[config.mk]
export PLATFORM = sky130hd
export DESIGN_NAME = heading_differential_drive
export DESIGN_NICKNAME = d
export VERILOG_FILES = /design/src/hw/rtl/hdd_pkg.sv /design/src/hw/rtl/hdd_datapath.sv /design/src/hw/rtl/hdd_ctrl.sv /design/src/hw/rtl/heading_differential_drive.sv
export VERILOG_INCLUDE_DIRS = /design/src /design/src/hw/rtl
export SDC_FILE = /design/constraint.sdc
export NUM_CORES = 2
export LEC_CHECK = 0
export BUFFER_PORTS_ARGS = -buffer_cell sky130_fd_sc_hd__buf_4
export CORE_MARGIN = 1
export CORE_UTILIZATION = 50
export CTS_BUF_LIST = sky130_fd_sc_hd__clkbuf_2
export DETAILED_ROUTE_END_ITERATION = 8
export HOLD_SLACK_MARGIN = 0.12
export PLACE_DENSITY = 0.66
export SETUP_SLACK_MARGIN = 0.05
export SYNTH_ARGS = -nofsm -noshare
export SYNTH_HDL_FRONTEND = slang
export SYNTH_SLANG_ARGS = --single-unit
[constraint.sdc]
create_clock -name i_clk -period 9.45 [get_ports i_clk]
set_clock_uncertainty 0.2 [all_clocks]
set_input_delay 1.4175 -clock i_clk [delete_from_list [all_inputs] [get_ports i_clk]]
set_output_delay 1.4175 -clock i_clk [all_outputs]
set_load 0.01 [all_outputs]
[src/hw/rtl/heading_differential_drive_assert.svh]
// Assertion macros for the heading differential drive block.
// Included by the top level; expects i_clk and i_rst_n in scope.
`ifndef HEADING_DIFFERENTIAL_DRIVE_ASSERT_SVH
`define HEADING_DIFFERENTIAL_DRIVE_ASSERT_SVH

// Same-cycle implication, disabled while reset is asserted.
`define HDD_ASSERT_SAME(name, ante, cons, msg) \
    name: assert property (@(posedge i_clk) disable iff (!i_rst_n) (ante) |-> (cons)) \
        else $error(msg);

// Next-cycle implication, disabled while reset is asserted.
`define HDD_ASSERT_NEXT(name, ante, cons, msg) \
    name: assert property (@(posedge i_clk) disable iff (!i_rst_n) (ante) |=> (cons)) \
        else $error(msg);

`endif

[src/hw/rtl/hdd_pkg.sv]
// Shared types and constants of the heading differential drive block.
// Used by hdd_ctrl, hdd_datapath and the top level; depends on nothing.
package hdd_pkg;

    localparam logic signed [27:0] PI_Q24      = 28'sd52707179;
    localparam logic signed [27:0] HALF_PI_Q24 = 28'sd26353589;
    localparam logic signed [35:0] GAIN_Q30    = 36'sd652032874;
    localparam logic [16:0]        FULL_DRIVE  = 17'd32768;
    localparam int                 DIV_STEPS   = 16;

    typedef struct packed {
        logic load;
        logic atan_step;
        logic head;
        logic sc_init;
        logic sc_step;
        logic sc_fin;
        logic drive;
        logic mul_l;
        logic mul_r;
        logic div_step;
        logic out_load;
    } t_dp_cmd;

    typedef struct packed {
        logic iter_last;
        logic div_last;
    } t_dp_sts;

    // atan(2^-i) in radians, Q.24.
    function automatic logic [23:0] atan_q24(input logic [4:0] idx);
        logic [23:0] v;
        case (idx)
            5'd0:  v = 24'd13176795;
            5'd1:  v = 24'd7778716;
            5'd2:  v = 24'd4110060;
            5'd3:  v = 24'd2086331;
            5'd4:  v = 24'd1047214;
            5'd5:  v = 24'd524117;
            5'd6:  v = 24'd262123;
            5'd7:  v = 24'd131069;
            5'd8:  v = 24'd65536;
            5'd9:  v = 24'd32768;
            5'd10: v = 24'd16384;
            5'd11: v = 24'd8192;
            5'd12: v = 24'd4096;
            5'd13: v = 24'd2048;
            5'd14: v = 24'd1024;
            5'd15: v = 24'd512;
            5'd16: v = 24'd256;
            5'd17: v = 24'd128;
            5'd18: v = 24'd64;
            5'd19: v = 24'd32;
            5'd20: v = 24'd16;
            5'd21: v = 24'd8;
            5'd22: v = 24'd4;
            5'd23: v = 24'd2;
            default: v = 24'd0;
        endcase
        return v;
    endfunction

endpackage

[src/hw/rtl/hdd_datapath.sv]
// Datapath: shared CORDIC unit (vectoring and rotation), drive rule and
// a restoring divider for the slow-start ramp. Depends on hdd_pkg.
module hdd_datapath #(
    parameter int ITER = 16
) (
    input  logic                  i_clk,
    input  logic                  i_rst_n,
    input  hdd_pkg::t_dp_cmd      i_cmd,
    output hdd_pkg::t_dp_sts      o_sts,
    input  logic signed [15:0]    i_heading_x,
    input  logic signed [15:0]    i_heading_y,
    input  logic signed [15:0]    i_sway,
    input  logic [15:0]           i_ramp_steps,
    input  logic [12:0]           i_correction_cap,
    input  logic [15:0]           i_sway_gain,
    input  logic [15:0]           i_drive_boost,
    output logic [15:0]           o_left_drive,
    output logic [15:0]           o_right_drive
);

    localparam int IW = $clog2(ITER);
    localparam logic [IW-1:0] ITER_LAST = IW'(ITER - 1);
    localparam logic [3:0]    DIV_LAST  = 4'(hdd_pkg::DIV_STEPS - 1);

    // control state
    logic [IW-1:0]       r_iter;
    logic [3:0]          r_dcnt;
    logic signed [15:0]  r_prev;
    logic [15:0]         r_tick;

    // payload
    logic signed [35:0]  r_cx, r_cy;
    logic signed [27:0]  r_cz;
    logic                r_vec, r_zero, r_neg, r_c_pos, r_bypass;
    logic signed [33:0]  r_prod;
    logic signed [16:0]  r_corr;
    logic signed [15:0]  r_head;
    logic [16:0]         r_s_drv, r_left, r_right;
    logic [15:0]         r_t, r_rem, r_dq, r_left_q, r_out_left, r_out_right;

    // CORDIC step
    logic signed [35:0]  w_sx, w_sy, w_nx, w_ny;
    logic signed [27:0]  w_a, w_nz;
    logic                w_up;

    always_comb begin
        w_sx = r_cx >>> r_iter;
        w_sy = r_cy >>> r_iter;
        w_a  = $signed({4'b0000, hdd_pkg::atan_q24(5'(r_iter))});
        // Vectoring drives y to zero, rotation drives z to zero.
        w_up = r_vec ? (r_cy > 36'sd0) : (r_cz < 28'sd0);
        if (w_up) begin
            w_nx = r_cx + w_sy;
            w_ny = r_cy - w_sx;
            w_nz = r_cz + w_a;
        end else begin
            w_nx = r_cx - w_sy;
            w_ny = r_cy + w_sx;
            w_nz = r_cz - w_a;
        end
    end

    // Load: fold the left half plane onto the right one.
    logic signed [35:0]  w_hx, w_hy, w_x0, w_y0;
    logic signed [27:0]  w_z0;
    logic signed [33:0]  w_prod;

    always_comb begin
        w_hx = {{20{i_heading_x[15]}}, i_heading_x};
        w_hy = {{20{i_heading_y[15]}}, i_heading_y};
        if (w_hx < 36'sd0) begin
            w_x0 = (-w_hx) <<< 16;
            w_y0 = (-w_hy) <<< 16;
            w_z0 = (w_hy >= 36'sd0) ? hdd_pkg::PI_Q24 : -hdd_pkg::PI_Q24;
        end else begin
            w_x0 = w_hx <<< 16;
            w_y0 = w_hy <<< 16;
            w_z0 = 28'sd0;
        end
        w_prod = i_sway * $signed({1'b0, i_sway_gain});
    end

    // Correction and corrected heading.
    logic signed [33:0]  w_round;
    logic signed [16:0]  w_corr_raw, w_cap, w_corr;
    logic signed [27:0]  w_ang_sum, w_ang_sh;
    logic signed [16:0]  w_ang;
    logic signed [17:0]  w_head_full;
    logic signed [15:0]  w_head;

    always_comb begin
        w_round    = (r_prod + 34'sd65536) >>> 17;
        w_corr_raw = w_round[16:0];
        w_cap      = $signed({4'b0000, i_correction_cap});
        w_corr     = (w_corr_raw > w_cap) ? w_cap : w_corr_raw;
        w_ang_sum  = r_cz + 28'sd1024;
        w_ang_sh   = w_ang_sum >>> 11;
        w_ang      = r_zero ? 17'sd0 : w_ang_sh[16:0];
        w_head_full = {w_ang[16], w_ang} - {r_corr[16], r_corr};
        if (w_head_full > 18'sd32767) begin
            w_head = 16'sd32767;
        end else if (w_head_full < -18'sd32768) begin
            w_head = -16'sd32768;
        end else begin
            w_head = w_head_full[15:0];
        end
    end

    // Rotation start: bring the angle into the right half plane.
    logic signed [27:0]  w_zh, w_zs;
    logic                w_fold;

    always_comb begin
        w_zh = {r_head[15], r_head, 11'b0};
        if (w_zh > hdd_pkg::HALF_PI_Q24) begin
            w_zs   = w_zh - hdd_pkg::PI_Q24;
            w_fold = 1'b1;
        end else if (w_zh < -hdd_pkg::HALF_PI_Q24) begin
            w_zs   = w_zh + hdd_pkg::PI_Q24;
            w_fold = 1'b1;
        end else begin
            w_zs   = w_zh;
            w_fold = 1'b0;
        end
    end

    // Sine and cosine rounded to Q1.15.
    logic signed [35:0]  w_xf, w_yf, w_cr, w_sr, w_s;
    logic [16:0]         w_s_drv;

    always_comb begin
        w_xf = r_neg ? -r_cx : r_cx;
        w_yf = r_neg ? -r_cy : r_cy;
        w_cr = w_xf + 36'sd16384;
        w_sr = w_yf + 36'sd16384;
        w_s  = w_sr >>> 15;
        if (w_s < 36'sd0) begin
            w_s_drv = 17'd0;
        end else if (w_s > 36'sd32768) begin
            w_s_drv = hdd_pkg::FULL_DRIVE;
        end else begin
            w_s_drv = w_s[16:0];
        end
    end

    // Drive rule and ramp position.
    logic [17:0]         w_sum;
    logic [16:0]         w_boosted, w_left, w_right;
    logic [15:0]         w_t, w_tick;
    logic [16:0]         w_t1;

    always_comb begin
        w_sum     = {1'b0, r_s_drv} + {2'b00, i_drive_boost};
        w_boosted = (w_sum > {1'b0, hdd_pkg::FULL_DRIVE}) ? hdd_pkg::FULL_DRIVE : w_sum[16:0];
        if (r_c_pos) begin
            w_right = r_s_drv;
            w_left  = (r_prev >= r_head) ? hdd_pkg::FULL_DRIVE : w_boosted;
        end else begin
            w_left  = r_s_drv;
            w_right = (r_prev < r_head) ? hdd_pkg::FULL_DRIVE : w_boosted;
        end
        w_t  = (r_tick < i_ramp_steps) ? r_tick : i_ramp_steps;
        w_t1 = {1'b0, w_t} + 17'd1;
        if (i_ramp_steps == 16'd0) begin
            w_tick = 16'd0;
        end else if (w_t1 < {1'b0, i_ramp_steps}) begin
            w_tick = w_t1[15:0];
        end else begin
            w_tick = i_ramp_steps;
        end
    end

    // Ramp scaling: multiply, then one quotient bit per cycle.
    logic [16:0]         w_mul_src, w_trial, w_diff;
    logic [32:0]         w_mul;
    logic                w_ge;

    always_comb begin
        w_mul_src = i_cmd.mul_r ? r_right : r_left;
        w_mul     = w_mul_src * r_t;
        w_trial   = {r_rem, r_dq[15]};
        w_ge      = (w_trial >= {1'b0, i_ramp_steps});
        w_diff    = w_trial - {1'b0, i_ramp_steps};
    end

    always_ff @(posedge i_clk) begin
        if (!i_rst_n) begin
            r_iter <= '0;
            r_dcnt <= '0;
            r_prev <= '0;
            r_tick <= '0;
        end else begin
            if (i_cmd.load || i_cmd.sc_init) begin
                r_iter <= '0;
            end else if (i_cmd.atan_step || i_cmd.sc_step) begin
                r_iter <= r_iter + 1'b1;
            end
            if (i_cmd.mul_l || i_cmd.mul_r) begin
                r_dcnt <= '0;
            end else if (i_cmd.div_step) begin
                r_dcnt <= r_dcnt + 4'd1;
            end
            if (i_cmd.drive) begin
                r_prev <= r_head;
                r_tick <= w_tick;
            end
        end
    end

    always_ff @(posedge i_clk) begin
        if (i_cmd.load) begin
            r_cx   <= w_x0;
            r_cy   <= w_y0;
            r_cz   <= w_z0;
            r_vec  <= 1'b1;
            r_zero <= (i_heading_x == 16'sd0) && (i_heading_y == 16'sd0);
            r_prod <= w_prod;
        end
        if (i_cmd.atan_step || i_cmd.sc_step) begin
            r_cx <= w_nx;
            r_cy <= w_ny;
            r_cz <= w_nz;
        end
        if (i_cmd.atan_step) begin
            r_corr <= w_corr;
        end
        if (i_cmd.head) begin
            r_head <= w_head;
        end
        if (i_cmd.sc_init) begin
            r_cx  <= hdd_pkg::GAIN_Q30;
            r_cy  <= 36'sd0;
            r_cz  <= w_zs;
            r_vec <= 1'b0;
            r_neg <= w_fold;
        end
        if (i_cmd.sc_fin) begin
            r_c_pos <= (w_cr >= 36'sd32768);
            r_s_drv <= w_s_drv;
        end
        if (i_cmd.drive) begin
            r_left   <= w_left;
            r_right  <= w_right;
            r_t      <= w_t;
            r_bypass <= (i_ramp_steps == 16'd0);
        end
        if (i_cmd.mul_l || i_cmd.mul_r) begin
            r_rem <= w_mul[31:16];
            r_dq  <= w_mul[15:0];
        end
        if (i_cmd.mul_r) begin
            r_left_q <= r_dq;
        end
        if (i_cmd.div_step) begin
            r_rem <= w_ge ? w_diff[15:0] : w_trial[15:0];
            r_dq  <= {r_dq[14:0], w_ge};
        end
        if (i_cmd.out_load) begin
            r_out_left  <= r_bypass ? r_left[15:0] : r_left_q;
            r_out_right <= r_bypass ? r_right[15:0] : r_dq;
        end
    end

    assign o_sts.iter_last = (r_iter == ITER_LAST);
    assign o_sts.div_last  = (r_dcnt == DIV_LAST);
    assign o_left_drive    = r_out_left;
    assign o_right_drive   = r_out_right;

endmodule

[src/hw/rtl/hdd_ctrl.sv]
// Controller: sequences one transaction through the datapath and owns
// the input stall and the result valid. Depends on hdd_pkg.
module hdd_ctrl (
    input  logic              i_clk,
    input  logic              i_rst_n,
    input  logic              i_in_valid,
    output logic              o_in_stall,
    output logic              o_out_valid,
    input  logic              i_out_stall,
    input  hdd_pkg::t_dp_sts  i_sts,
    output hdd_pkg::t_dp_cmd  o_cmd
);

    typedef enum logic [3:0] {
        S_IDLE,
        S_ATAN,
        S_HEAD,
        S_SC_INIT,
        S_SC,
        S_SC_FIN,
        S_DRIVE,
        S_MUL_L,
        S_DIV_L,
        S_MUL_R,
        S_DIV_R,
        S_OUT
    } t_state;

    t_state r_state, n_state;
    logic   r_out_valid;
    logic   w_out_free;

    // The result register may be overwritten once its transaction goes.
    assign w_out_free = !r_out_valid || !i_out_stall;

    always_comb begin
        n_state = r_state;
        o_cmd   = '0;
        unique case (r_state)
            S_IDLE: begin
                if (i_in_valid) begin
                    o_cmd.load = 1'b1;
                    n_state    = S_ATAN;
                end
            end
            S_ATAN: begin
                o_cmd.atan_step = 1'b1;
                if (i_sts.iter_last) n_state = S_HEAD;
            end
            S_HEAD: begin
                o_cmd.head = 1'b1;
                n_state    = S_SC_INIT;
            end
            S_SC_INIT: begin
                o_cmd.sc_init = 1'b1;
                n_state       = S_SC;
            end
            S_SC: begin
                o_cmd.sc_step = 1'b1;
                if (i_sts.iter_last) n_state = S_SC_FIN;
            end
            S_SC_FIN: begin
                o_cmd.sc_fin = 1'b1;
                n_state      = S_DRIVE;
            end
            S_DRIVE: begin
                o_cmd.drive = 1'b1;
                n_state     = S_MUL_L;
            end
            S_MUL_L: begin
                o_cmd.mul_l = 1'b1;
                n_state     = S_DIV_L;
            end
            S_DIV_L: begin
                o_cmd.div_step = 1'b1;
                if (i_sts.div_last) n_state = S_MUL_R;
            end
            S_MUL_R: begin
                o_cmd.mul_r = 1'b1;
                n_state     = S_DIV_R;
            end
            S_DIV_R: begin
                o_cmd.div_step = 1'b1;
                if (i_sts.div_last) n_state = S_OUT;
            end
            S_OUT: begin
                if (w_out_free) begin
                    o_cmd.out_load = 1'b1;
                    n_state        = S_IDLE;
                end
            end
            default: n_state = S_IDLE;
        endcase
    end

    always_ff @(posedge i_clk) begin
        if (!i_rst_n) begin
            r_state     <= S_IDLE;
            r_out_valid <= 1'b0;
        end else begin
            r_state <= n_state;
            if (o_cmd.out_load) begin
                r_out_valid <= 1'b1;
            end else if (!i_out_stall) begin
                r_out_valid <= 1'b0;
            end
        end
    end

    assign o_in_stall  = (r_state != S_IDLE);
    assign o_out_valid = r_out_valid;

endmodule

[src/hw/rtl/heading_differential_drive.sv]
// Top level of the heading differential drive block: register file,
// controller and datapath. Depends on hdd_pkg, hdd_ctrl, hdd_datapath.
//
//  Channel   Handshake                 Payload
//  input     i_in_valid / o_in_stall   i_heading_x, i_heading_y, i_sway
//  result    o_out_valid / i_out_stall o_left_drive, o_right_drive
//  config    psel, penable, pwrite     paddr, pwdata, prdata, pready
//
// A result is valid once the controller leaves its last state; the next input is taken
// only when the controller is back in idle. The shared CORDIC unit runs twice, vectoring
// and then rotation, then the ramp divider runs once for each of the two drives.
// A result waits in the output register while the next input is taken; the one after
// it holds in the last state, input stalled, until that register is free.
// Reset is synchronous and active low; it restores the registers and clears the state.
`include "heading_differential_drive_assert.svh"

module heading_differential_drive #(
    parameter int CORDIC_ITERATIONS = 16
) (
    input  logic               i_clk,
    input  logic               i_rst_n,
    input  logic               i_in_valid,
    output logic               o_in_stall,
    input  logic signed [15:0] i_heading_x,
    input  logic signed [15:0] i_heading_y,
    input  logic signed [15:0] i_sway,
    output logic               o_out_valid,
    input  logic               i_out_stall,
    output logic [15:0]        o_left_drive,
    output logic [15:0]        o_right_drive,
    input  logic               psel,
    input  logic               penable,
    input  logic               pwrite,
    input  logic [3:0]         paddr,
    input  logic [31:0]        pwdata,
    output logic [31:0]        prdata,
    output logic               pready
);

    typedef enum logic [1:0] {
        REG_RAMP_STEPS     = 2'd0,
        REG_CORRECTION_CAP = 2'd1,
        REG_SWAY_GAIN      = 2'd2,
        REG_DRIVE_BOOST    = 2'd3
    } t_reg_idx;

    logic [15:0] r_ramp_steps;
    logic [12:0] r_correction_cap;
    logic [15:0] r_sway_gain;
    logic [15:0] r_drive_boost;
    logic        w_wr;
    t_reg_idx    w_idx;

    assign pready = 1'b1;
    assign w_wr   = psel && penable && pwrite && pready;
    assign w_idx  = t_reg_idx'(paddr[3:2]);

    always_ff @(posedge i_clk) begin
        if (!i_rst_n) begin
            r_ramp_steps     <= 16'd10000;
            r_correction_cap <= 13'd858;
            r_sway_gain      <= 16'd11438;
            r_drive_boost    <= 16'd9830;
        end else if (w_wr) begin
            unique case (w_idx)
                REG_RAMP_STEPS:     r_ramp_steps     <= pwdata[15:0];
                REG_CORRECTION_CAP: r_correction_cap <= pwdata[12:0];
                REG_SWAY_GAIN:      r_sway_gain      <= pwdata[15:0];
                REG_DRIVE_BOOST:    r_drive_boost    <= pwdata[15:0];
                default: ;
            endcase
        end
    end

    always_comb begin
        unique case (w_idx)
            REG_RAMP_STEPS:     prdata = {16'd0, r_ramp_steps};
            REG_CORRECTION_CAP: prdata = {19'd0, r_correction_cap};
            REG_SWAY_GAIN:      prdata = {16'd0, r_sway_gain};
            REG_DRIVE_BOOST:    prdata = {16'd0, r_drive_boost};
            default:            prdata = 32'd0;
        endcase
    end

    hdd_pkg::t_dp_cmd w_cmd;
    hdd_pkg::t_dp_sts w_sts;

    hdd_ctrl u_ctrl (
        .i_clk       (i_clk),
        .i_rst_n     (i_rst_n),
        .i_in_valid  (i_in_valid),
        .o_in_stall  (o_in_stall),
        .o_out_valid (o_out_valid),
        .i_out_stall (i_out_stall),
        .i_sts       (w_sts),
        .o_cmd       (w_cmd)
    );

    hdd_datapath #(
        .ITER (CORDIC_ITERATIONS)
    ) u_datapath (
        .i_clk            (i_clk),
        .i_rst_n          (i_rst_n),
        .i_cmd            (w_cmd),
        .o_sts            (w_sts),
        .i_heading_x      (i_heading_x),
        .i_heading_y      (i_heading_y),
        .i_sway           (i_sway),
        .i_ramp_steps     (r_ramp_steps),
        .i_correction_cap (r_correction_cap),
        .i_sway_gain      (r_sway_gain),
        .i_drive_boost    (r_drive_boost),
        .o_left_drive     (o_left_drive),
        .o_right_drive    (o_right_drive)
    );

    logic w_in_acc;
    logic w_drv_ok;

    assign w_in_acc = i_in_valid && !o_in_stall;
    assign w_drv_ok = (o_left_drive <= 16'd32768) && (o_right_drive <= 16'd32768);

    // An accepted transaction keeps the block busy for the following cycle.
    `HDD_ASSERT_NEXT(a_busy_after_accept, w_in_acc, o_in_stall, "not busy after accept")
    // A new result appears only as the controller returns to idle.
    `HDD_ASSERT_SAME(a_idle_on_result, $rose(o_out_valid), !o_in_stall, "result while busy")
    // Scaled drives never exceed full drive.
    `HDD_ASSERT_SAME(a_drive_range, o_out_valid, w_drv_ok, "drive above full")

endmodule
# Word-level counts from Yosys, hierarchy flattened
# Memories as Yosys holds them, arrays and structs flattened. A register that Yosys moved wholly into a read port is not among the register bits.
# Cells that the tools add are included.
# totals
out_inout_bits	67
n_memories	1
reg_bits	425
in_bits	91
word_cells	193
romBits	384
# memory_table
memory	words	width	rd	rd_clocked_by_memory_dff	write_ports	line	source
(no name shown)	16	24	1	1	0	hdd_pkg.sv:33	case (idx)
# classes
n_reduce_logical	27
mul	2
addsub	22
mux	65
n_shift	2
n_eq_ne	23
bitwise_logic	1
n_lt_le_gt_ge	18
# ops
cell	count
36-bit two-way mux	10
28-bit two-way mux	8
16-bit two-way mux	12
32-bit case mux with 4 select lines	1
17-bit two-way mux	7
36-bit by 16-bit adder with 36-bit output, second input constant	2
36-bit adder	2
36-bit negator	2
36-bit by 4-bit >>> shifter with 36-bit output	2
36-bit subtractor	2
16-bit logical NOT	3
4-bit case mux with 12 select lines	1
16-bit negator with 20-bit output	2
36-bit by 17-bit >= comparator with 1-bit output, second input constant	1
18-bit by 16-bit greater-than comparator with 1-bit output, second input constant	2
36-bit by 1-bit greater-than comparator with 1-bit output, second input constant	1
34-bit by 18-bit adder with 34-bit output, second input constant	1
16-bit by 17-bit multiplier with 33-bit output	1
16-bit < comparator	2
17-bit by 16-bit multiplier with 32-bit output	1
4-bit two-way mux	8
27-bit by 27-bit adder with 28-bit output, second input constant	1
28-bit by 12-bit adder with 28-bit output, second input constant	1
28-bit by 25-bit adder with 28-bit output	1
other kinds (41)	86

# Longest topological paths before layout
# depth
ltp_word	6
mapped_depth	31
depth_no_buf	28

# Hierarchy
# A second synthesis with hierarchy kept.
# unflattened
hier_cells	6051
area_unflattened_um2	53281.1
# modules_own_cells
mod	instances	cells_each	seq_area_each_um2	area_each_um2
hdd_datapath	1	5719	9599.2	49881.6
heading_differential_drive	1	281	1221.2	3002.9
hdd_ctrl	1	51	100.1	396.6

# Worst setup path after synthesis
# OpenSTA, ideal clock, no wires.
# synth_path
path_kind	reg2reg
startpoint	reg u_ctrl.r_state[1]
endpoint	reg u_datapath.r_rem[15], data pin
setup_time_ns	0.271
arrival_time_ns	8.011
period_less_slack_ns	8.482
t_required_ns	8.979
setup_slack_ns	0.968
n_path_buf	3
stages_incl_launch_ff	30
cell_sequence	dfxtp_1 -> clkbuf_1 -> nand2b_1 -> nor2_1 -> clkbuf_1 -> mux2_2 -> clkbuf_1 -> and2_1 -> fa_1 -> inv_1 -> fa_1 -> fa_1 -> inv_1 -> ha_1 -> fa_1 -> inv_1 -> fa_1 -> inv_1 -> ha_1 -> and2_1 -> a31oi_1 -> inv_1 -> a211o_1 -> a2111o_1 -> a31oi_1 -> nand2b_1 -> o41ai_1 -> a211oi_1 -> xnor2_1 -> o21ai_0
# synth_between
elab_chain_len	6
elab_cells_between_ends	10
cone_classes	mul (1); eq/ne (3); mux (5); reduce/logical (1)
# synth_lines
element	line	source
start: declaration	hdd_ctrl.sv:29	t_state r_state, n_state;
start signal: assignment	hdd_ctrl.sv:101	r_state <= n_state;
4-bit equality test	hdd_ctrl.sv:39	unique case (r_state)
1-bit two-way mux	hdd_ctrl.sv:39	
17-bit two-way mux	hdd_datapath.sv:179	w_mul_src = i_cmd.mul_r ? r_right : r_left;
17-bit by 16-bit multiplier with 32-bit output	hdd_datapath.sv:180	w_mul = w_mul_src * r_t;
16-bit two-way mux	hdd_datapath.sv:247	if (i_cmd.mul_l || i_cmd.mul_r) begin
16-bit two-way mux *	hdd_datapath.sv:254	if (i_cmd.div_step) begin
end signal: assignment	hdd_datapath.sv:248	r_rem <= w_mul[31:16];
end signal: assignment	hdd_datapath.sv:255	r_rem <= w_ge ? w_diff[15:0] : w_trial[15:0];
end: declaration	hdd_datapath.sv:39	logic [15:0] r_t, r_rem, r_dq, r_left_q, r_out_left, r_out_right;
# Every way passes the cells marked *; elsewhere a longest branch is shown, timed or not. The select of a mux whose other input is x is not followed.
# A chain may end at the register's enable or synchronous reset.

# Final worst setup path
# layout_path
startpoint	reg u_ctrl.r_state[0]
endpoint	reg u_datapath.r_rem[15], data pin
# The elaborated chain is that of the path after synthesis.

==> qor.txt <==
status: finished, violations left
failing checks: DRC
I/O pin total: 158
PnR Total Power: 19.5 mW
worst-margin pin slew: 1170 ps
crit path launch type: flop
kind of critical path: reg -> reg
final setup fails: 0
Post-synth top cells: nand2_1 (778), inv_1 (658), ha_1 (449)
Clk network pwr share: 0.085
Mapped Cells: 6,114
layout cells sized above 1: 0.101
drt pass-1 iters: 9
DRT Wirelength: 152,000 µm
pwr/cell area: 342 nW/µm²
Pint: 9.63 mW
data arrival time of the worst path: 9370 ps
Worst-Skew Late Latency: 1370 ps
DRC: 18
CTS clk-pin slew, worst paths: 110 ps
fin nets: 7,067
Crit Path Max Fanout: 17
Leakage: 25.3 nW
initial antenna violation count: 4
Logic pwr share: 0.738
grt total ovfl: 0
sw power: 9.87 mW
Max-Cap Viols: 0
Final Slew Violations: 0
Crit. End Element: flop
VDD IR max: 356 µV
number of fill cells: 9,770
Register-to-Register Path Depth: 25
CTS root buffer: clkbuf_2
Hold EP: u_datapath.r_left_q[6]
Mapped Area: 53,600 µm²
Warnings, synthesis: 0
register area: 10,900 µm²
CTS buffer count: 120
r2r endpoint: u_datapath.r_rem[15]
Post-Layout Cell Count: 7,619
Clock Sinks: 431
sequential power share: 0.177
worst hold stages: 0
H-tree depth: 3
pre-CTS setup slack: 990 ps
EDFF count, synth: 229
fin crit period: 8450 ps
total negative slack: 0 ps
Die W: 329 µm
RSZ-0062 raised after global routing: false
Synth area leaders: fa_1 (15%), edfxtp_1 (13%), ha_1 (10%)
cell with the most instances after synthesis: nand2_1
area of the multi-input gates: 38,900 µm²
Primary FF master, synth: edfxtp_1
Mapped Avg Cell Area: 8.77 µm²
relative slew slack: 0.218
Yosys reg bits: 431
DR WL/cell: 19.9 µm
via count: 45,200
largest net degree at the start of global routing: 85
post-synth cell types: 106
Fin Hold WS: 235 ps
top-area cell type share of the netlist area: 0.152
Inst Count DP: 7,374
die footprint: 109,000 µm²
register-to-register setup slack: 1000 ps
die height: 329 µm
Req. time, crit path: 10,370 ps
setup ws final: 1000 ps
Final period util: 0.894
Total Routing Usage GR: 0.279
maximum clock insertion buffer count: 3
Max Fclk: 0.118 GHz
worst reg2reg path startpoint: u_ctrl.r_state[0]
vias per cell: 5.94
ANT nets after route: 0
min-delay src: u_datapath.r_dq[6]
CTS tree: yes
Hold Vio Cnt, Final: 0
sequential share of the synthesized area: 0.204
Hold WC Path Type: reg -> reg
First DRT Iteration DRCs: 3,500
Placer Congestion: 0.909
Finished Cell Area: 56,900 µm²
cell taking the most area after synthesis: fa_1
PortBufs: 122
# rows: 119
final HPWL from detailed placement: 114,000 µm
cell area after placement: 55,400 µm²
Area Overhead vs Synth: 6.23%
core area: 106,000 µm²
vias in the first global route: 43,900
first-pass GRT wire length: 241,000 µm
starting density of the core: 0.507
Async S/R FF share, synth: 0
Sw Ratio: 0.506
fin util: 0.539
==> final cells by class <==
| cell class | count | area share |
|---|---|---|
| Tap cell | 1391 | 0.0306 |
| Clock buffer | 158 | 0.0139 |
| Inverter | 664 | 0.0438 |
| Multi-Input combinational cell | 4704 | 0.683 |
| Timing Repair Buffer | 200 | 0.0271 |
| Sequential cell | 431 | 0.192 |
| Antenna cell | 5 | 0.000220 |
| Clock inverter | 66 | 0.00971 |
==> worst max-delay path, cell delays in order, from the launching register on <==
cell	delay [ps]
dfxtp_1	610
nand2b_1	270
nor2_4	470
buf_4	350
mux2_2	540
nand2_1	150
fa_1	520
fa_1	500
inv_1	60
fa_1	520
fa_1	450
fa_1	570
inv_1	60
fa_1	520
inv_1	40
ha_1	240
or3_1	360
a211o_1	280
a2111o_1	390
a31oi_1	160
buf_4	180
nand2b_1	210
o41ai_1	170
a211oi_1	280
xnor2_1	140
o21ai_0	80
==> layout by cell type (no fill, tap or decap), drive strengths merged, types with 158 or more instances in the layout <==
| master | synthesis | routed |
|---|---|---|
| nor2 | 300 | 300 |
| inv | 659 | 664 |
| ha | 449 | 449 |
| fa | 406 | 406 |
| o21ai | 269 | 269 |
| clkbuf | 245 | 158 |
| nand2 | 779 | 779 |
| dfxtp | 202 | 202 |
| buf | 86 | 184 |
| xnor2 | 238 | 238 |
| a21oi | 343 | 343 |
| edfxtp | 229 | 229 |
| and2 | 245 | 245 |
==> routing by layer <==
metal	vias to the layer above	track usage	wire [µm]
met5	-	0	42
met4	6	0.106	5340
met3	323	0.0367	9870
met2	1624	0.460	71500
met1	22100	0.374	65200
li1	21200	-	-
==> power by group through the flow <==
| stage | Combinational, mW | Sequential (mW) | Clock, mW |
|---|---|---|---|
| 4_1_cts | 14.3 | 3.43 | 1.71 |
| 6_report | 14.4 | 3.45 | 1.66 |
| 3_3_place_gp | 14.0 | 3.46 | 0 |
| 2_1_floorplan | 11.4 | 2.97 | 0 |
| 5_1_grt | 16.0 | 3.50 | 1.80 |
| 3_5_place_dp | 14.2 | 3.47 | 0 |
==> repair_timing <==
item                                    in CTS  in global routing
resized for setup                            0                  0
hold endpoints to repair                    45                  0
endpoints found under the setup margin       0                  0
hold buffers                                16                  0
buffers inserted                             0                  0
==> worst max-delay path by stage <==
stage | cells after the start | endpoint | startpoint
2_1_floorplan | 29 | u_datapath.r_rem[15] | u_ctrl.r_state[1]
3_3_place_gp | 25 | u_datapath.r_rem[15] | u_ctrl.r_state[0]
3_5_place_dp | 24 | u_datapath.r_rem[12] | u_ctrl.r_state[0]
4_1_cts | 25 | u_datapath.r_rem[15] | u_ctrl.r_state[0]
5_1_grt | 25 | u_datapath.r_rem[12] | u_ctrl.r_state[0]
6_report | 25 | u_datapath.r_rem[15] | u_ctrl.r_state[0]
==> state kept, by name (all words and copies together), names as in the netlist, 17 cells and up <==
signal and cells:
u_datapath.r_corr 17, u_datapath.r_cx 36, u_datapath.r_cy 36, u_datapath.r_cz 28
u_datapath.r_left 17, u_datapath.r_prod 17, u_datapath.r_right 17, u_datapath.r_s_drv 17
u_datapath.w_a 23
==> cell families (layout without fill, tap and decap cells) <==
group | count (synthesis) | count (layout) | synth area share
buffers and inverters | 995 | 1088 | 0.0733
AO/OA/AOI/OAI | 1251 | 1251 | 0.150
other | 2 | 23 | 0.000140
XOR/XNOR | 383 | 383 | 0.0626
flip-flops | 431 | 431 | 0.204
AND/OR/NAND/NOR | 1892 | 1892 | 0.170
adder cells (fa/ha/maj) | 857 | 857 | 0.257
multiplexers | 303 | 303 | 0.0833
(Power assumes the default switching activity.)
